$ cat src/rtl/tt_pkg.sv
`timescale 1ns / 1ps

package tt_pkg;

   // request codes
   localparam logic [2:0] REQ_TICK         = 3'd0;
   localparam logic [2:0] REQ_START        = 3'd1;
   localparam logic [2:0] REQ_STOP         = 3'd2;
   localparam logic [2:0] REQ_CONSISTENT   = 3'd3;
   localparam logic [2:0] REQ_INCONSISTENT = 3'd4;

   // register indexes
   localparam logic [1:0] CSR_MIN_INTERVAL  = 2'd0;
   localparam logic [1:0] CSR_MAX_DOUBLINGS = 2'd1;
   localparam logic [1:0] CSR_REDUNDANCY    = 2'd2;

   // register reset values and limits
   localparam logic [15:0] MIN_INTERVAL_RESET  = 16'd8;
   localparam logic [4:0]  MAX_DOUBLINGS_RESET = 5'd4;
   localparam logic [7:0]  REDUNDANCY_RESET    = 8'd1;
   localparam logic [15:0] MIN_INTERVAL_FLOOR  = 16'd2;
   localparam logic [4:0]  MAX_DOUBLINGS_CAP   = 5'd16;
   localparam logic [7:0]  HEARD_MAX           = 8'hFF;

   typedef struct packed {
      logic [2:0]  req_type;
      logic [31:0] random_word;
   } req_item_type;

   typedef struct packed {
      logic        tx_allowed;
      logic [31:0] current_interval;
   } rsp_item_type;

endpackage

$ cat src/rtl/trickle_timer_core.sv
`timescale 1ns / 1ps
// trickle timer core: one item is handled at a time by a bit-serial remainder unit.
// tick, stop, consistent and inconsistent items finish when accepted, or, when a new interval
// begins, go on through a 32-step remainder for the fire point.
// start items run one 32-step remainder for the interval, then one for the fire point.
// a fire result goes to the output register, or to the hold register while that is full.
// reset (synchronous, active high) stops the timer and loads the register defaults.
module trickle_timer_core
   import tt_pkg::*;
(
   input  logic         clock,
   input  logic         reset,
   input  logic         req_valid,
   output logic         req_ready,
   input  req_item_type req_payload,
   output logic         rsp_valid,
   input  logic         rsp_ready,
   output rsp_item_type rsp_payload,
   input  logic         csr_valid,
   output logic         csr_ready,
   input  logic [1:0]   csr_index,
   input  logic [15:0]  csr_wdata
);

   localparam logic [1:0] S_IDLE = 2'd0;
   localparam logic [1:0] S_SPAN = 2'd1;
   localparam logic [1:0] S_FIRE = 2'd2;

   logic [1:0]   state_ff, state_in;
   logic [15:0]  min_interval_ff, min_interval_in;
   logic [4:0]   max_doublings_ff, max_doublings_in;
   logic [7:0]   redundancy_ff, redundancy_in;
   logic [31:0]  interval_ff, interval_in;
   logic [31:0]  elapsed_ff, elapsed_in;
   logic [31:0]  fire_point_ff, fire_point_in;
   logic [7:0]   heard_ff, heard_in;
   logic         fired_ff, fired_in;
   logic         rsp_valid_ff, rsp_valid_in;
   rsp_item_type rsp_payload_ff, rsp_payload_in;
   logic         hold_ff, hold_in;
   rsp_item_type hold_payload_ff, hold_payload_in;
   logic [31:0]  rnd_ff, rnd_in;
   logic [31:0]  dvd_ff, dvd_in;
   logic [31:0]  rem_ff, rem_in;
   logic [31:0]  dsr_ff, dsr_in;
   logic [4:0]   cnt_ff, cnt_in;

   logic [31:0]  eff_min;
   logic [31:0]  eff_max;
   logic [4:0]   eff_dbl;
   logic [32:0]  shifted;
   logic [32:0]  diff;
   logic [31:0]  rem_next;
   logic [31:0]  tick_count;
   logic [31:0]  span_interval;
   logic         slot_free;
   logic         req_fire;
   rsp_item_type fire_item;

   // register writes only between items, and ahead of a new item
   assign req_ready   = (state_ff == S_IDLE) && !hold_ff && !csr_valid;
   assign csr_ready   = (state_ff == S_IDLE);
   assign rsp_valid   = rsp_valid_ff;
   assign rsp_payload = rsp_payload_ff;

   // effective interval limits
   always_comb begin
      eff_min = (min_interval_ff < MIN_INTERVAL_FLOOR) ? {16'd0, MIN_INTERVAL_FLOOR}
                                                       : {16'd0, min_interval_ff};
      eff_dbl = (max_doublings_ff > MAX_DOUBLINGS_CAP) ? MAX_DOUBLINGS_CAP
                                                       : max_doublings_ff;
      eff_max = eff_min << eff_dbl;
   end

   // shared restoring remainder step
   always_comb begin
      shifted  = {rem_ff, dvd_ff[31]};
      diff     = shifted - {1'b0, dsr_ff};
      rem_next = diff[32] ? shifted[31:0] : diff[31:0];
   end

   assign tick_count    = elapsed_ff + 32'd1;
   assign span_interval = eff_min + rem_next;
   assign slot_free     = !rsp_valid_ff || rsp_ready;

   always_comb begin
      state_in         = state_ff;
      min_interval_in  = min_interval_ff;
      max_doublings_in = max_doublings_ff;
      redundancy_in    = redundancy_ff;
      interval_in      = interval_ff;
      elapsed_in       = elapsed_ff;
      fire_point_in    = fire_point_ff;
      heard_in         = heard_ff;
      fired_in         = fired_ff;
      rsp_valid_in     = rsp_valid_ff && !rsp_ready;
      rsp_payload_in   = rsp_payload_ff;
      hold_in          = hold_ff;
      hold_payload_in  = hold_payload_ff;
      rnd_in           = rnd_ff;
      dvd_in           = dvd_ff;
      rem_in           = rem_ff;
      dsr_in           = dsr_ff;
      cnt_in           = cnt_ff;
      req_fire         = 1'b0;
      fire_item.tx_allowed       = (redundancy_ff == 8'd0) || (heard_ff < redundancy_ff);
      fire_item.current_interval = interval_ff;

      // register writes
      if (csr_valid && csr_ready) begin
         unique case (csr_index)
            CSR_MIN_INTERVAL:  min_interval_in  = csr_wdata;
            CSR_MAX_DOUBLINGS: max_doublings_in = csr_wdata[4:0];
            CSR_REDUNDANCY:    redundancy_in    = csr_wdata[7:0];
            default: ;
         endcase
      end

      // pending result moves to the output register
      if (hold_ff && slot_free) begin
         rsp_valid_in   = 1'b1;
         rsp_payload_in = hold_payload_ff;
         hold_in        = 1'b0;
      end

      unique case (state_ff)
         S_IDLE: begin
            if (req_valid && req_ready) begin
               rnd_in = req_payload.random_word;
               dvd_in = req_payload.random_word;
               rem_in = 32'd0;
               cnt_in = 5'd0;
               case (req_payload.req_type)
                  REQ_TICK: begin
                     if (interval_ff != 32'd0) begin
                        elapsed_in = tick_count;
                        if (!fired_ff && (tick_count >= fire_point_ff)) begin
                           req_fire = 1'b1;
                           fired_in = 1'b1;
                        end
                        // interval end: double (capped at the maximum) and start a fresh interval
                        if (tick_count >= interval_ff) begin
                           if (interval_ff <= (eff_max >> 1)) begin
                              interval_in = interval_ff << 1;
                           end else begin
                              interval_in = eff_max;
                           end
                           dsr_in     = interval_in >> 1;
                           heard_in   = 8'd0;
                           elapsed_in = 32'd0;
                           fired_in   = 1'b0;
                           state_in   = S_FIRE;
                        end
                     end
                  end
                  REQ_START: begin
                     dsr_in     = eff_max - eff_min + 32'd1;
                     heard_in   = 8'd0;
                     elapsed_in = 32'd0;
                     fired_in   = 1'b0;
                     state_in   = S_SPAN;
                  end
                  REQ_STOP: begin
                     interval_in = 32'd0;
                     elapsed_in  = 32'd0;
                  end
                  REQ_CONSISTENT: begin
                     if (heard_ff < HEARD_MAX) begin
                        heard_in = heard_ff + 8'd1;
                     end
                  end
                  REQ_INCONSISTENT: begin
                     if ((interval_ff != 32'd0) && (interval_ff != eff_min)) begin
                        interval_in = eff_min;
                        dsr_in      = eff_min >> 1;
                        heard_in    = 8'd0;
                        elapsed_in  = 32'd0;
                        fired_in    = 1'b0;
                        state_in    = S_FIRE;
                     end
                  end
                  default: ;
               endcase
            end
         end
         S_SPAN: begin
            rem_in = rem_next;
            dvd_in = dvd_ff << 1;
            cnt_in = cnt_ff + 5'd1;
            // last step: interval picked, set up the fire point pick
            if (cnt_ff == 5'd31) begin
               interval_in = span_interval;
               dsr_in      = span_interval >> 1;
               dvd_in      = rnd_ff;
               rem_in      = 32'd0;
               cnt_in      = 5'd0;
               state_in    = S_FIRE;
            end
         end
         S_FIRE: begin
            rem_in = rem_next;
            dvd_in = dvd_ff << 1;
            cnt_in = cnt_ff + 5'd1;
            if (cnt_ff == 5'd31) begin
               fire_point_in = (dsr_ff == 32'd0) ? 32'd0 : dsr_ff + rem_next;
               state_in      = S_IDLE;
            end
         end
         default: state_in = S_IDLE;
      endcase

      // new fire result goes out now or waits in the hold register
      if (req_fire) begin
         if (slot_free) begin
            rsp_valid_in   = 1'b1;
            rsp_payload_in = fire_item;
         end else begin
            hold_in         = 1'b1;
            hold_payload_in = fire_item;
         end
      end
   end

   // control and timer state
   always_ff @(posedge clock) begin
      if (reset) begin
         state_ff         <= S_IDLE;
         min_interval_ff  <= MIN_INTERVAL_RESET;
         max_doublings_ff <= MAX_DOUBLINGS_RESET;
         redundancy_ff    <= REDUNDANCY_RESET;
         interval_ff      <= 32'd0;
         elapsed_ff       <= 32'd0;
         fire_point_ff    <= 32'd0;
         heard_ff         <= 8'd0;
         fired_ff         <= 1'b0;
         rsp_valid_ff     <= 1'b0;
         hold_ff          <= 1'b0;
         cnt_ff           <= 5'd0;
      end else begin
         state_ff         <= state_in;
         min_interval_ff  <= min_interval_in;
         max_doublings_ff <= max_doublings_in;
         redundancy_ff    <= redundancy_in;
         interval_ff      <= interval_in;
         elapsed_ff       <= elapsed_in;
         fire_point_ff    <= fire_point_in;
         heard_ff         <= heard_in;
         fired_ff         <= fired_in;
         rsp_valid_ff     <= rsp_valid_in;
         hold_ff          <= hold_in;
         cnt_ff           <= cnt_in;
      end
   end

   // payload and datapath registers
   always_ff @(posedge clock) begin
      rsp_payload_ff  <= rsp_payload_in;
      hold_payload_ff <= hold_payload_in;
      rnd_ff          <= rnd_in;
      dvd_ff          <= dvd_in;
      rem_ff          <= rem_in;
      dsr_ff          <= dsr_in;
   end

endmodule
$ cat config.mk
export PLATFORM = sky130hd
export DESIGN_NAME = trickle_timer_core
export DESIGN_NICKNAME = d
export VERILOG_FILES = /design/src/rtl/tt_pkg.sv /design/src/rtl/trickle_timer_core.sv
export SDC_FILE = /design/constraint.sdc
export NUM_CORES = 1
export LEC_CHECK = 0
export ABC_AREA = 1
export ABC_CLOCK_PERIOD_IN_PS = 7400
export BUFFER_PORTS_ARGS = -buffer_cell sky130_fd_sc_hd__buf_2
export CORE_MARGIN = 3
export CORE_UTILIZATION = 45
export DETAILED_ROUTE_END_ITERATION = 7
export RECOVER_POWER = 100
export SETUP_SLACK_MARGIN = 0.1
export SYNTH_ARGS = -nofsm -noshare
export SYNTH_HDL_FRONTEND = slang
export SYNTH_SLANG_ARGS = --single-unit
export TNS_END_PERCENT = 10
$ cat constraint.sdc
create_clock -name clock -period 7.4 [get_ports clock]
set_clock_uncertainty 0.15 [all_clocks]
set_input_delay 0.74 -clock clock [delete_from_list [all_inputs] [get_ports clock]]
set_output_delay 0.74 -clock clock [all_outputs]
set_load 0.01 [all_outputs]
==> results of run 1 <==
[per-layer routing]
metal / GRT usage [%] / share of wire [%]
met4: 10.1 / 3.5
met1: 40.7 / 44
met3: 5.18 / 7.5
met2: 47.6 / 45
met5: 0 / 0.014
[logic make-up after synthesis]
| kind of cell | synth area share, % |
|---|---|
| multiplexers | 1.41 |
| buffers and inverters | 9.63 |
| AO/OA/AOI/OAI | 13.2 |
| AND/OR/NAND/NOR | 30.6 |
| adder cells (fa/ha/maj) | 11.4 |
| flip-flops | 31.8 |
| XOR/XNOR | 1.97 |
[cell type report]
cell class              count  share of cell area (%)
multi-input cells        2806                    53.7
flip-flops and latches    337                    29.1
inverters                 543                    7.10
clock buffers              51                    3.93
well taps                 756                    3.29
repair buffers            128                    2.10
clock inverters            25                   0.789
diodes                      1                 0.00872
[critical path, stage by stage (launching register included)]
cell and delay, ns:
dfxtp_1 0.73, inv_1 0.35, nand2_1 0.52, clkinv_1 0.57, nand3_1 0.27, a31oi_1 0.16, o21ai_0 0.88, inv_1 0.23
ha_1 0.39, nand4_1 0.10, nor4_1 0.28, inv_1 0.08, nor2_1 0.10, nand3_1 0.09, nor2_1 0.09, a21oi_1 0.06
nand2_1 0.09, nand2_1 0.37, inv_1 0.52, nand2_1 0.13, nand3_1 0.15, nand2_1 0.10
[through the flow]
| stage | area (um2) | hold slack [ns] | setup WS (ns) | cells |
|---|---|---|---|---|
| after floorplan | 26300 | 0.280 | 1.42 | 3804 |
| after global placement | 27500 | 0.303 | 1.24 | 4570 |
| after detailed placement | 27500 | 0.307 | 1.22 | 4570 |
| after CTS | 28900 | 0.173 | 1.18 | 4646 |
| after global routing | 28700 | 0.181 | 0.273 | 4646 |
| final | 28700 | 0.201 | 0.713 | 4647 |
[cells in the final DEF (no fill, tap or decap), types with 7 or more instances in the layout]
| cell | instances |
|---|---|
| or2_2 | 40 |
| o221ai_1 | 8 |
| nand2_1 | 961 |
| buf_2 | 33 |
| o21bai_1 | 10 |
| a21o_1 | 8 |
| nor2_2 | 8 |
| a21oi_1 | 315 |
| mux2_2 | 32 |
| edfxtp_1 | 161 |
| ha_1 | 233 |
| inv_1 | 532 |
| a31oi_1 | 14 |
| clkbuf_16 | 44 |
| nand2_2 | 18 |
| nand3_1 | 387 |
| buf_4 | 20 |
| o21ai_0 | 202 |
| o21a_1 | 8 |
| nand2_4 | 7 |
| inv_2 | 8 |
| o211ai_1 | 18 |
| nor2_1 | 259 |
| xor2_1 | 45 |
| nor3_1 | 48 |
| nand4_1 | 55 |
| nor2_4 | 7 |
| o22ai_1 | 11 |
| nor4_1 | 26 |
| xnor2_1 | 14 |
| clkbuf_1 | 77 |
| a211oi_1 | 8 |
| clkinv_1 | 7 |
| dfxtp_1 | 176 |
| o21ai_1 | 9 |
[registers in the layout (all words and copies together) (netlist names)]
name              count
state_ff              2
heard_ff              8
cnt_ff                5
min_interval_ff      16
hold_ff               1
rem_ff               32
fired_ff              1
rnd_ff               32
elapsed_ff           32
hold_payload_ff      33
max_doublings_ff      5
fire_point_ff        32
rsp_payload          33
rsp_valid             1
dvd_ff               32
redundancy_ff         8
interval_ff          32
dsr_ff               32
[worst max-delay path by stage]
| stage | slack, ns | cells after the start | to |
|---|---|---|---|
| 4_1_cts | 1.18 | 31 | fire_point_ff[25] |
| 2_1_floorplan | 1.42 | 10 | cnt_ff[3] |
| 5_1_grt | 0.27 | 23 | dsr_ff[7] |
| 3_5_place_dp | 1.22 | 31 | fire_point_ff[25] |
| 3_3_place_gp | 1.24 | 30 | fire_point_ff[25] |
| 6_report | 0.71 | 21 | dsr_ff[3] |
==> impl_metrics.env, run 1 <==
export IMPL_drtIter0Drc=2430
export IMPL_syn_nets=4099
export IMPL_synth_top_cell_by_area="edfxtp_1"
export IMPL_path_clk_slew_ns=0.06
export IMPL_rrSetupSlack_ns=0.71
export IMPL_drv_slew=206
export IMPL_rsz0062_at_grt="no"
export IMPL_dieWidth_um=248
export IMPL_drcViolationCount=0
export IMPL_clk_latency_ns=0.59
export IMPL_min_period_ns=6.69
export IMPL_synth_cell_types=58
export IMPL_fin_tns_setup_ns=0
export IMPL_area_growth_synth_to_final_pct=9.24
export IMPL_arrival_ns=6.86
export IMPL_synth_top_area_share_pct=18.4
export IMPL_synthArstFlopShare_pct=0
export IMPL_ff_latch_area_mm2=0.00836
export IMPL_dr_total_vias=25700
export IMPL_crit_type="register to register"
export IMPL_slew_limit_headroom_pct=-60.6
export IMPL_fp_coreArea_mm2=0.0570
export IMPL_fmax_ghz=0.150
export IMPL_synth_most_common_cell="nand2_1"
export IMPL_post_route_util_pct=50.3
export IMPL_clockRootBuffer="clkbuf_16"
export IMPL_synth_area_mm2=0.0263
export IMPL_synth_common_cells="nand2_1, inv_1, nand3_1"
export IMPL_die_area_mm2=0.0613
export IMPL_routed_wirelength_um=92800
export IMPL_finalHoldViolations=0
export IMPL_holdPathEnd="rnd_ff[7]"
export IMPL_setup_viol_count_final=0
export IMPL_drtPass1Iterations=6
export IMPL_ys_seq_elements=337
export IMPL_post_dp_hpwl_um=71500
export IMPL_synth_edff_count=161
export IMPL_htreeDepth=2
export IMPL_synth_area_leaders="edfxtp_1, nand2_1, dfxtp_1"
export IMPL_worstMarginPinSlew_ns=2.41
export IMPL_crit_path_start="max_doublings_ff[4]"
export IMPL_ys_flop_type="dfxtp_1"
export IMPL_overflow=0
export IMPL_grt_pass1_wl_um=140000
export IMPL_ctsHoldBuffers=0
export IMPL_synthCells=3804
export IMPL_place_port_buffers=93
export IMPL_num_rows=87
export IMPL_first_global_vias=23800
export IMPL_nFillCells=5993
export IMPL_antenna_found_initial=2
export IMPL_cp_max_fo=18
export IMPL_worstReg2RegStart="max_doublings_ff[4]"
export IMPL_cts_buffers=42
export IMPL_multi_input_area_mm2=0.0154
export IMPL_status="finished, violations left"
export IMPL_clock_path_buffers=3
export IMPL_cts_sinks=337
export IMPL_hold_class="input port to register"
export IMPL_die_h_um=248
export IMPL_min_from="req_payload[7]"
export IMPL_cts_tree="yes"
export IMPL_drive_gt1_share_pct=6.71
export IMPL_viasPerCell=5.54
export IMPL_fin_nets=4153
export IMPL_hold_depth=1
export IMPL_io_pins=94
export IMPL_grt_max_degree=70
export IMPL_grt_use_total_pct=29.8
export IMPL_yosysSeqAreaShare_pct=31.8
export IMPL_post_route_period_util_pct=90.4
export IMPL_avgSynthCellArea_um2=6.91
export IMPL_post_cts_buffers=0
export IMPL_initial_core_util_pct=46.1
export IMPL_ant_nets=0
export IMPL_r2r_end="dsr_ff[3]"
export IMPL_failed_checks="capacitance limit, slew limit"
export IMPL_cp_start_kind="register"
export IMPL_wl_per_cell_um=20.0
export IMPL_r2r_cells=21
export IMPL_cp_required_ns=7.57
export IMPL_cts_resized=0
export IMPL_cp_end_kind="register"
export IMPL_timing_max_cap_violations=6
export IMPL_routabilityCongestion=1.02
export IMPL_yosys_warnings=0
Power of run 1 is not shown: default switching activity piles up to over one toggle a cycle in this logic, so the estimate is an artifact.
==> run 2, diff against run 1 <==
--- a/config.mk
+++ b/config.mk
@@ -12,7 +12,9 @@
 export CORE_UTILIZATION = 45
 export DETAILED_ROUTE_END_ITERATION = 7
 export RECOVER_POWER = 100
+export REMOVE_ABC_BUFFERS = 1
 export SETUP_SLACK_MARGIN = 0.1
+export SLEW_MARGIN = 20
 export SYNTH_ARGS = -nofsm -noshare
 export SYNTH_HDL_FRONTEND = slang
 export SYNTH_SLANG_ARGS = --single-unit
==> impl_metrics.env, run 2 (synthesized netlist as in run 1, its figures left out) <==
export IMPL_antenna_found_initial=0
export IMPL_rrSetupSlack_ns=0.55
export IMPL_drtPass1Iterations=6
export IMPL_min_period_ns=6.85
export IMPL_cts_sinks=337
export IMPL_fin_area_mm2=0.0287
export IMPL_arrival_ns=6.99
export IMPL_clock_path_buffers=3
export IMPL_die_area_mm2=0.0613
export IMPL_path_clk_slew_ns=0.06
export IMPL_crit_chain="inv_1, nand2_1, clkinv_1, o21ai_0, inv_1, o21ai_0, inv_1, o21ai_1, inv_1, ha_1, nand3_1, nor2_1, nand4_1, nor3_1, nand3_1, buf_4, nand2_1, clkbuf_1, nand2_1, nand3_1, nand2_1, nand2_1, nand2_1"
export IMPL_hold_class="input port to register"
export IMPL_drive_gt1_share_pct=6.72
export IMPL_cp_start_kind="register"
export IMPL_place_area_mm2=0.0275
export IMPL_cts_buffers=41
export IMPL_fin_nets=4148
export IMPL_dp_cells=4566
export IMPL_rsz0062_at_grt="no"
export IMPL_overflow=0
export IMPL_drv_slew=266
export IMPL_slew_limit_headroom_pct=-159
export IMPL_post_dp_hpwl_um=72200
export IMPL_cts_tree="yes"
export IMPL_r2r_cells=23
export IMPL_first_global_vias=23800
export IMPL_slowest_delay_ns=0.73
export IMPL_grt_use_total_pct=29.8
export IMPL_final_common_cell="nand2_1"
export IMPL_cp_common_cell="nand2_1"
export IMPL_cts_resized=0
export IMPL_area_growth_synth_to_final_pct=9.34
export IMPL_crit_end="dsr_ff[0]"
export IMPL_crit_path_start="max_doublings_ff[4]"
export IMPL_num_rows=87
export IMPL_io_pins=94
export IMPL_fp_coreArea_mm2=0.0570
export IMPL_final_cell_mix="nand2_1, inv_1, nand3_1, a21oi_1, nor2_1"
export IMPL_clockRootBuffer="clkbuf_16"
export IMPL_grt_max_degree=70
export IMPL_fin_tns_setup_ns=0
export IMPL_critPathSlowestCell="dfxtp_1"
export IMPL_timing_max_cap_violations=7
export IMPL_htreeDepth=2
export IMPL_routabilityCongestion=1.02
export IMPL_cp_end_kind="register"
export IMPL_dieWidth_um=248
export IMPL_initial_core_util_pct=46.1
export IMPL_grt_pass1_wl_um=140000
export IMPL_status="finished, violations left"
export IMPL_viasPerCell=5.57
export IMPL_post_cts_buffers=0
export IMPL_final_cells=4642
export IMPL_ant_nets=0
export IMPL_fmax_ghz=0.146
export IMPL_die_h_um=248
export IMPL_failed_checks="capacitance limit, slew limit"
export IMPL_dr_total_vias=25900
export IMPL_wl_per_cell_um=20.0
export IMPL_place_port_buffers=93
export IMPL_routed_wirelength_um=92900
export IMPL_post_route_util_pct=50.4
export IMPL_worstMarginPinSlew_ns=3.89
export IMPL_worstReg2RegStart="max_doublings_ff[4]"
export IMPL_drtIter0Drc=2433
export IMPL_clk_latency_ns=0.58
export IMPL_diodes=0
export IMPL_ctsHoldBuffers=0
export IMPL_finalHoldViolations=0
export IMPL_r2r_end="dsr_ff[0]"
export IMPL_cp_required_ns=7.53
export IMPL_post_route_period_util_pct=92.6
export IMPL_cp_max_fo=21
export IMPL_crit_type="register to register"
export IMPL_drcViolationCount=0
export IMPL_setup_viol_count_final=0
[run 2: metrics by stage]
stage	hold slack (ns)	worst slack, ns
2_1_floorplan	0.280	1.39
3_3_place_gp	0.299	1.21
3_5_place_dp	0.307	1.11
4_1_cts	0.189	1.06
5_1_grt	0.196	0.160
6_report	0.221	0.548
[run 2: how the worst min path moves through the flow]
stage / cells past startpoint / start / to / slack (ns)
2_1_floorplan: 0 / interval_ff[31] / hold_payload_ff[31] / 0.28
3_3_place_gp: 0 / interval_ff[31] / hold_payload_ff[31] / 0.30
3_5_place_dp: 2 / fire_point_ff[23] / fire_point_ff[23] / 0.31
4_1_cts: 1 / req_payload[25] / rnd_ff[25] / 0.19
5_1_grt: 1 / req_payload[31] / rnd_ff[31] / 0.20
6_report: 1 / req_payload[21] / rnd_ff[21] / 0.22
[run 2: critical path: cells and delay by family, from the launching register on]
kind | cells | cell delay [ns]
fa+ha+maj | 1 | 0.36
simple gates | 12 | 2.08
compound gates | 3 | 1.21
flops | 1 | 0.73
buf+inv | 7 | 2.02
[run 2: metal layers]
layer  routed length [um]  vias to the layer above  share of wire (%)  global-route usage [%]
li1                     -                    12700                  -                       -
met1                39600                    12000                 43                    39.4
met2                42000                      938                 45                    48.2
met3                 8090                      182                8.7                    6.75
met4                 3250                        0                3.5                    9.78
met5                    0                        -                  0                       0
[run 2: area by class of cell]
type                       count  area (um2)
multi-input combinational   2806       15400
tap                          756         946
fill                        6067       28300
timing repair buffer         124         588
inverter                     543        2040
clock inverter                17         198
clock buffer                  59        1200
sequential                   337        8360
Power of run 2 is left out for the same reason.
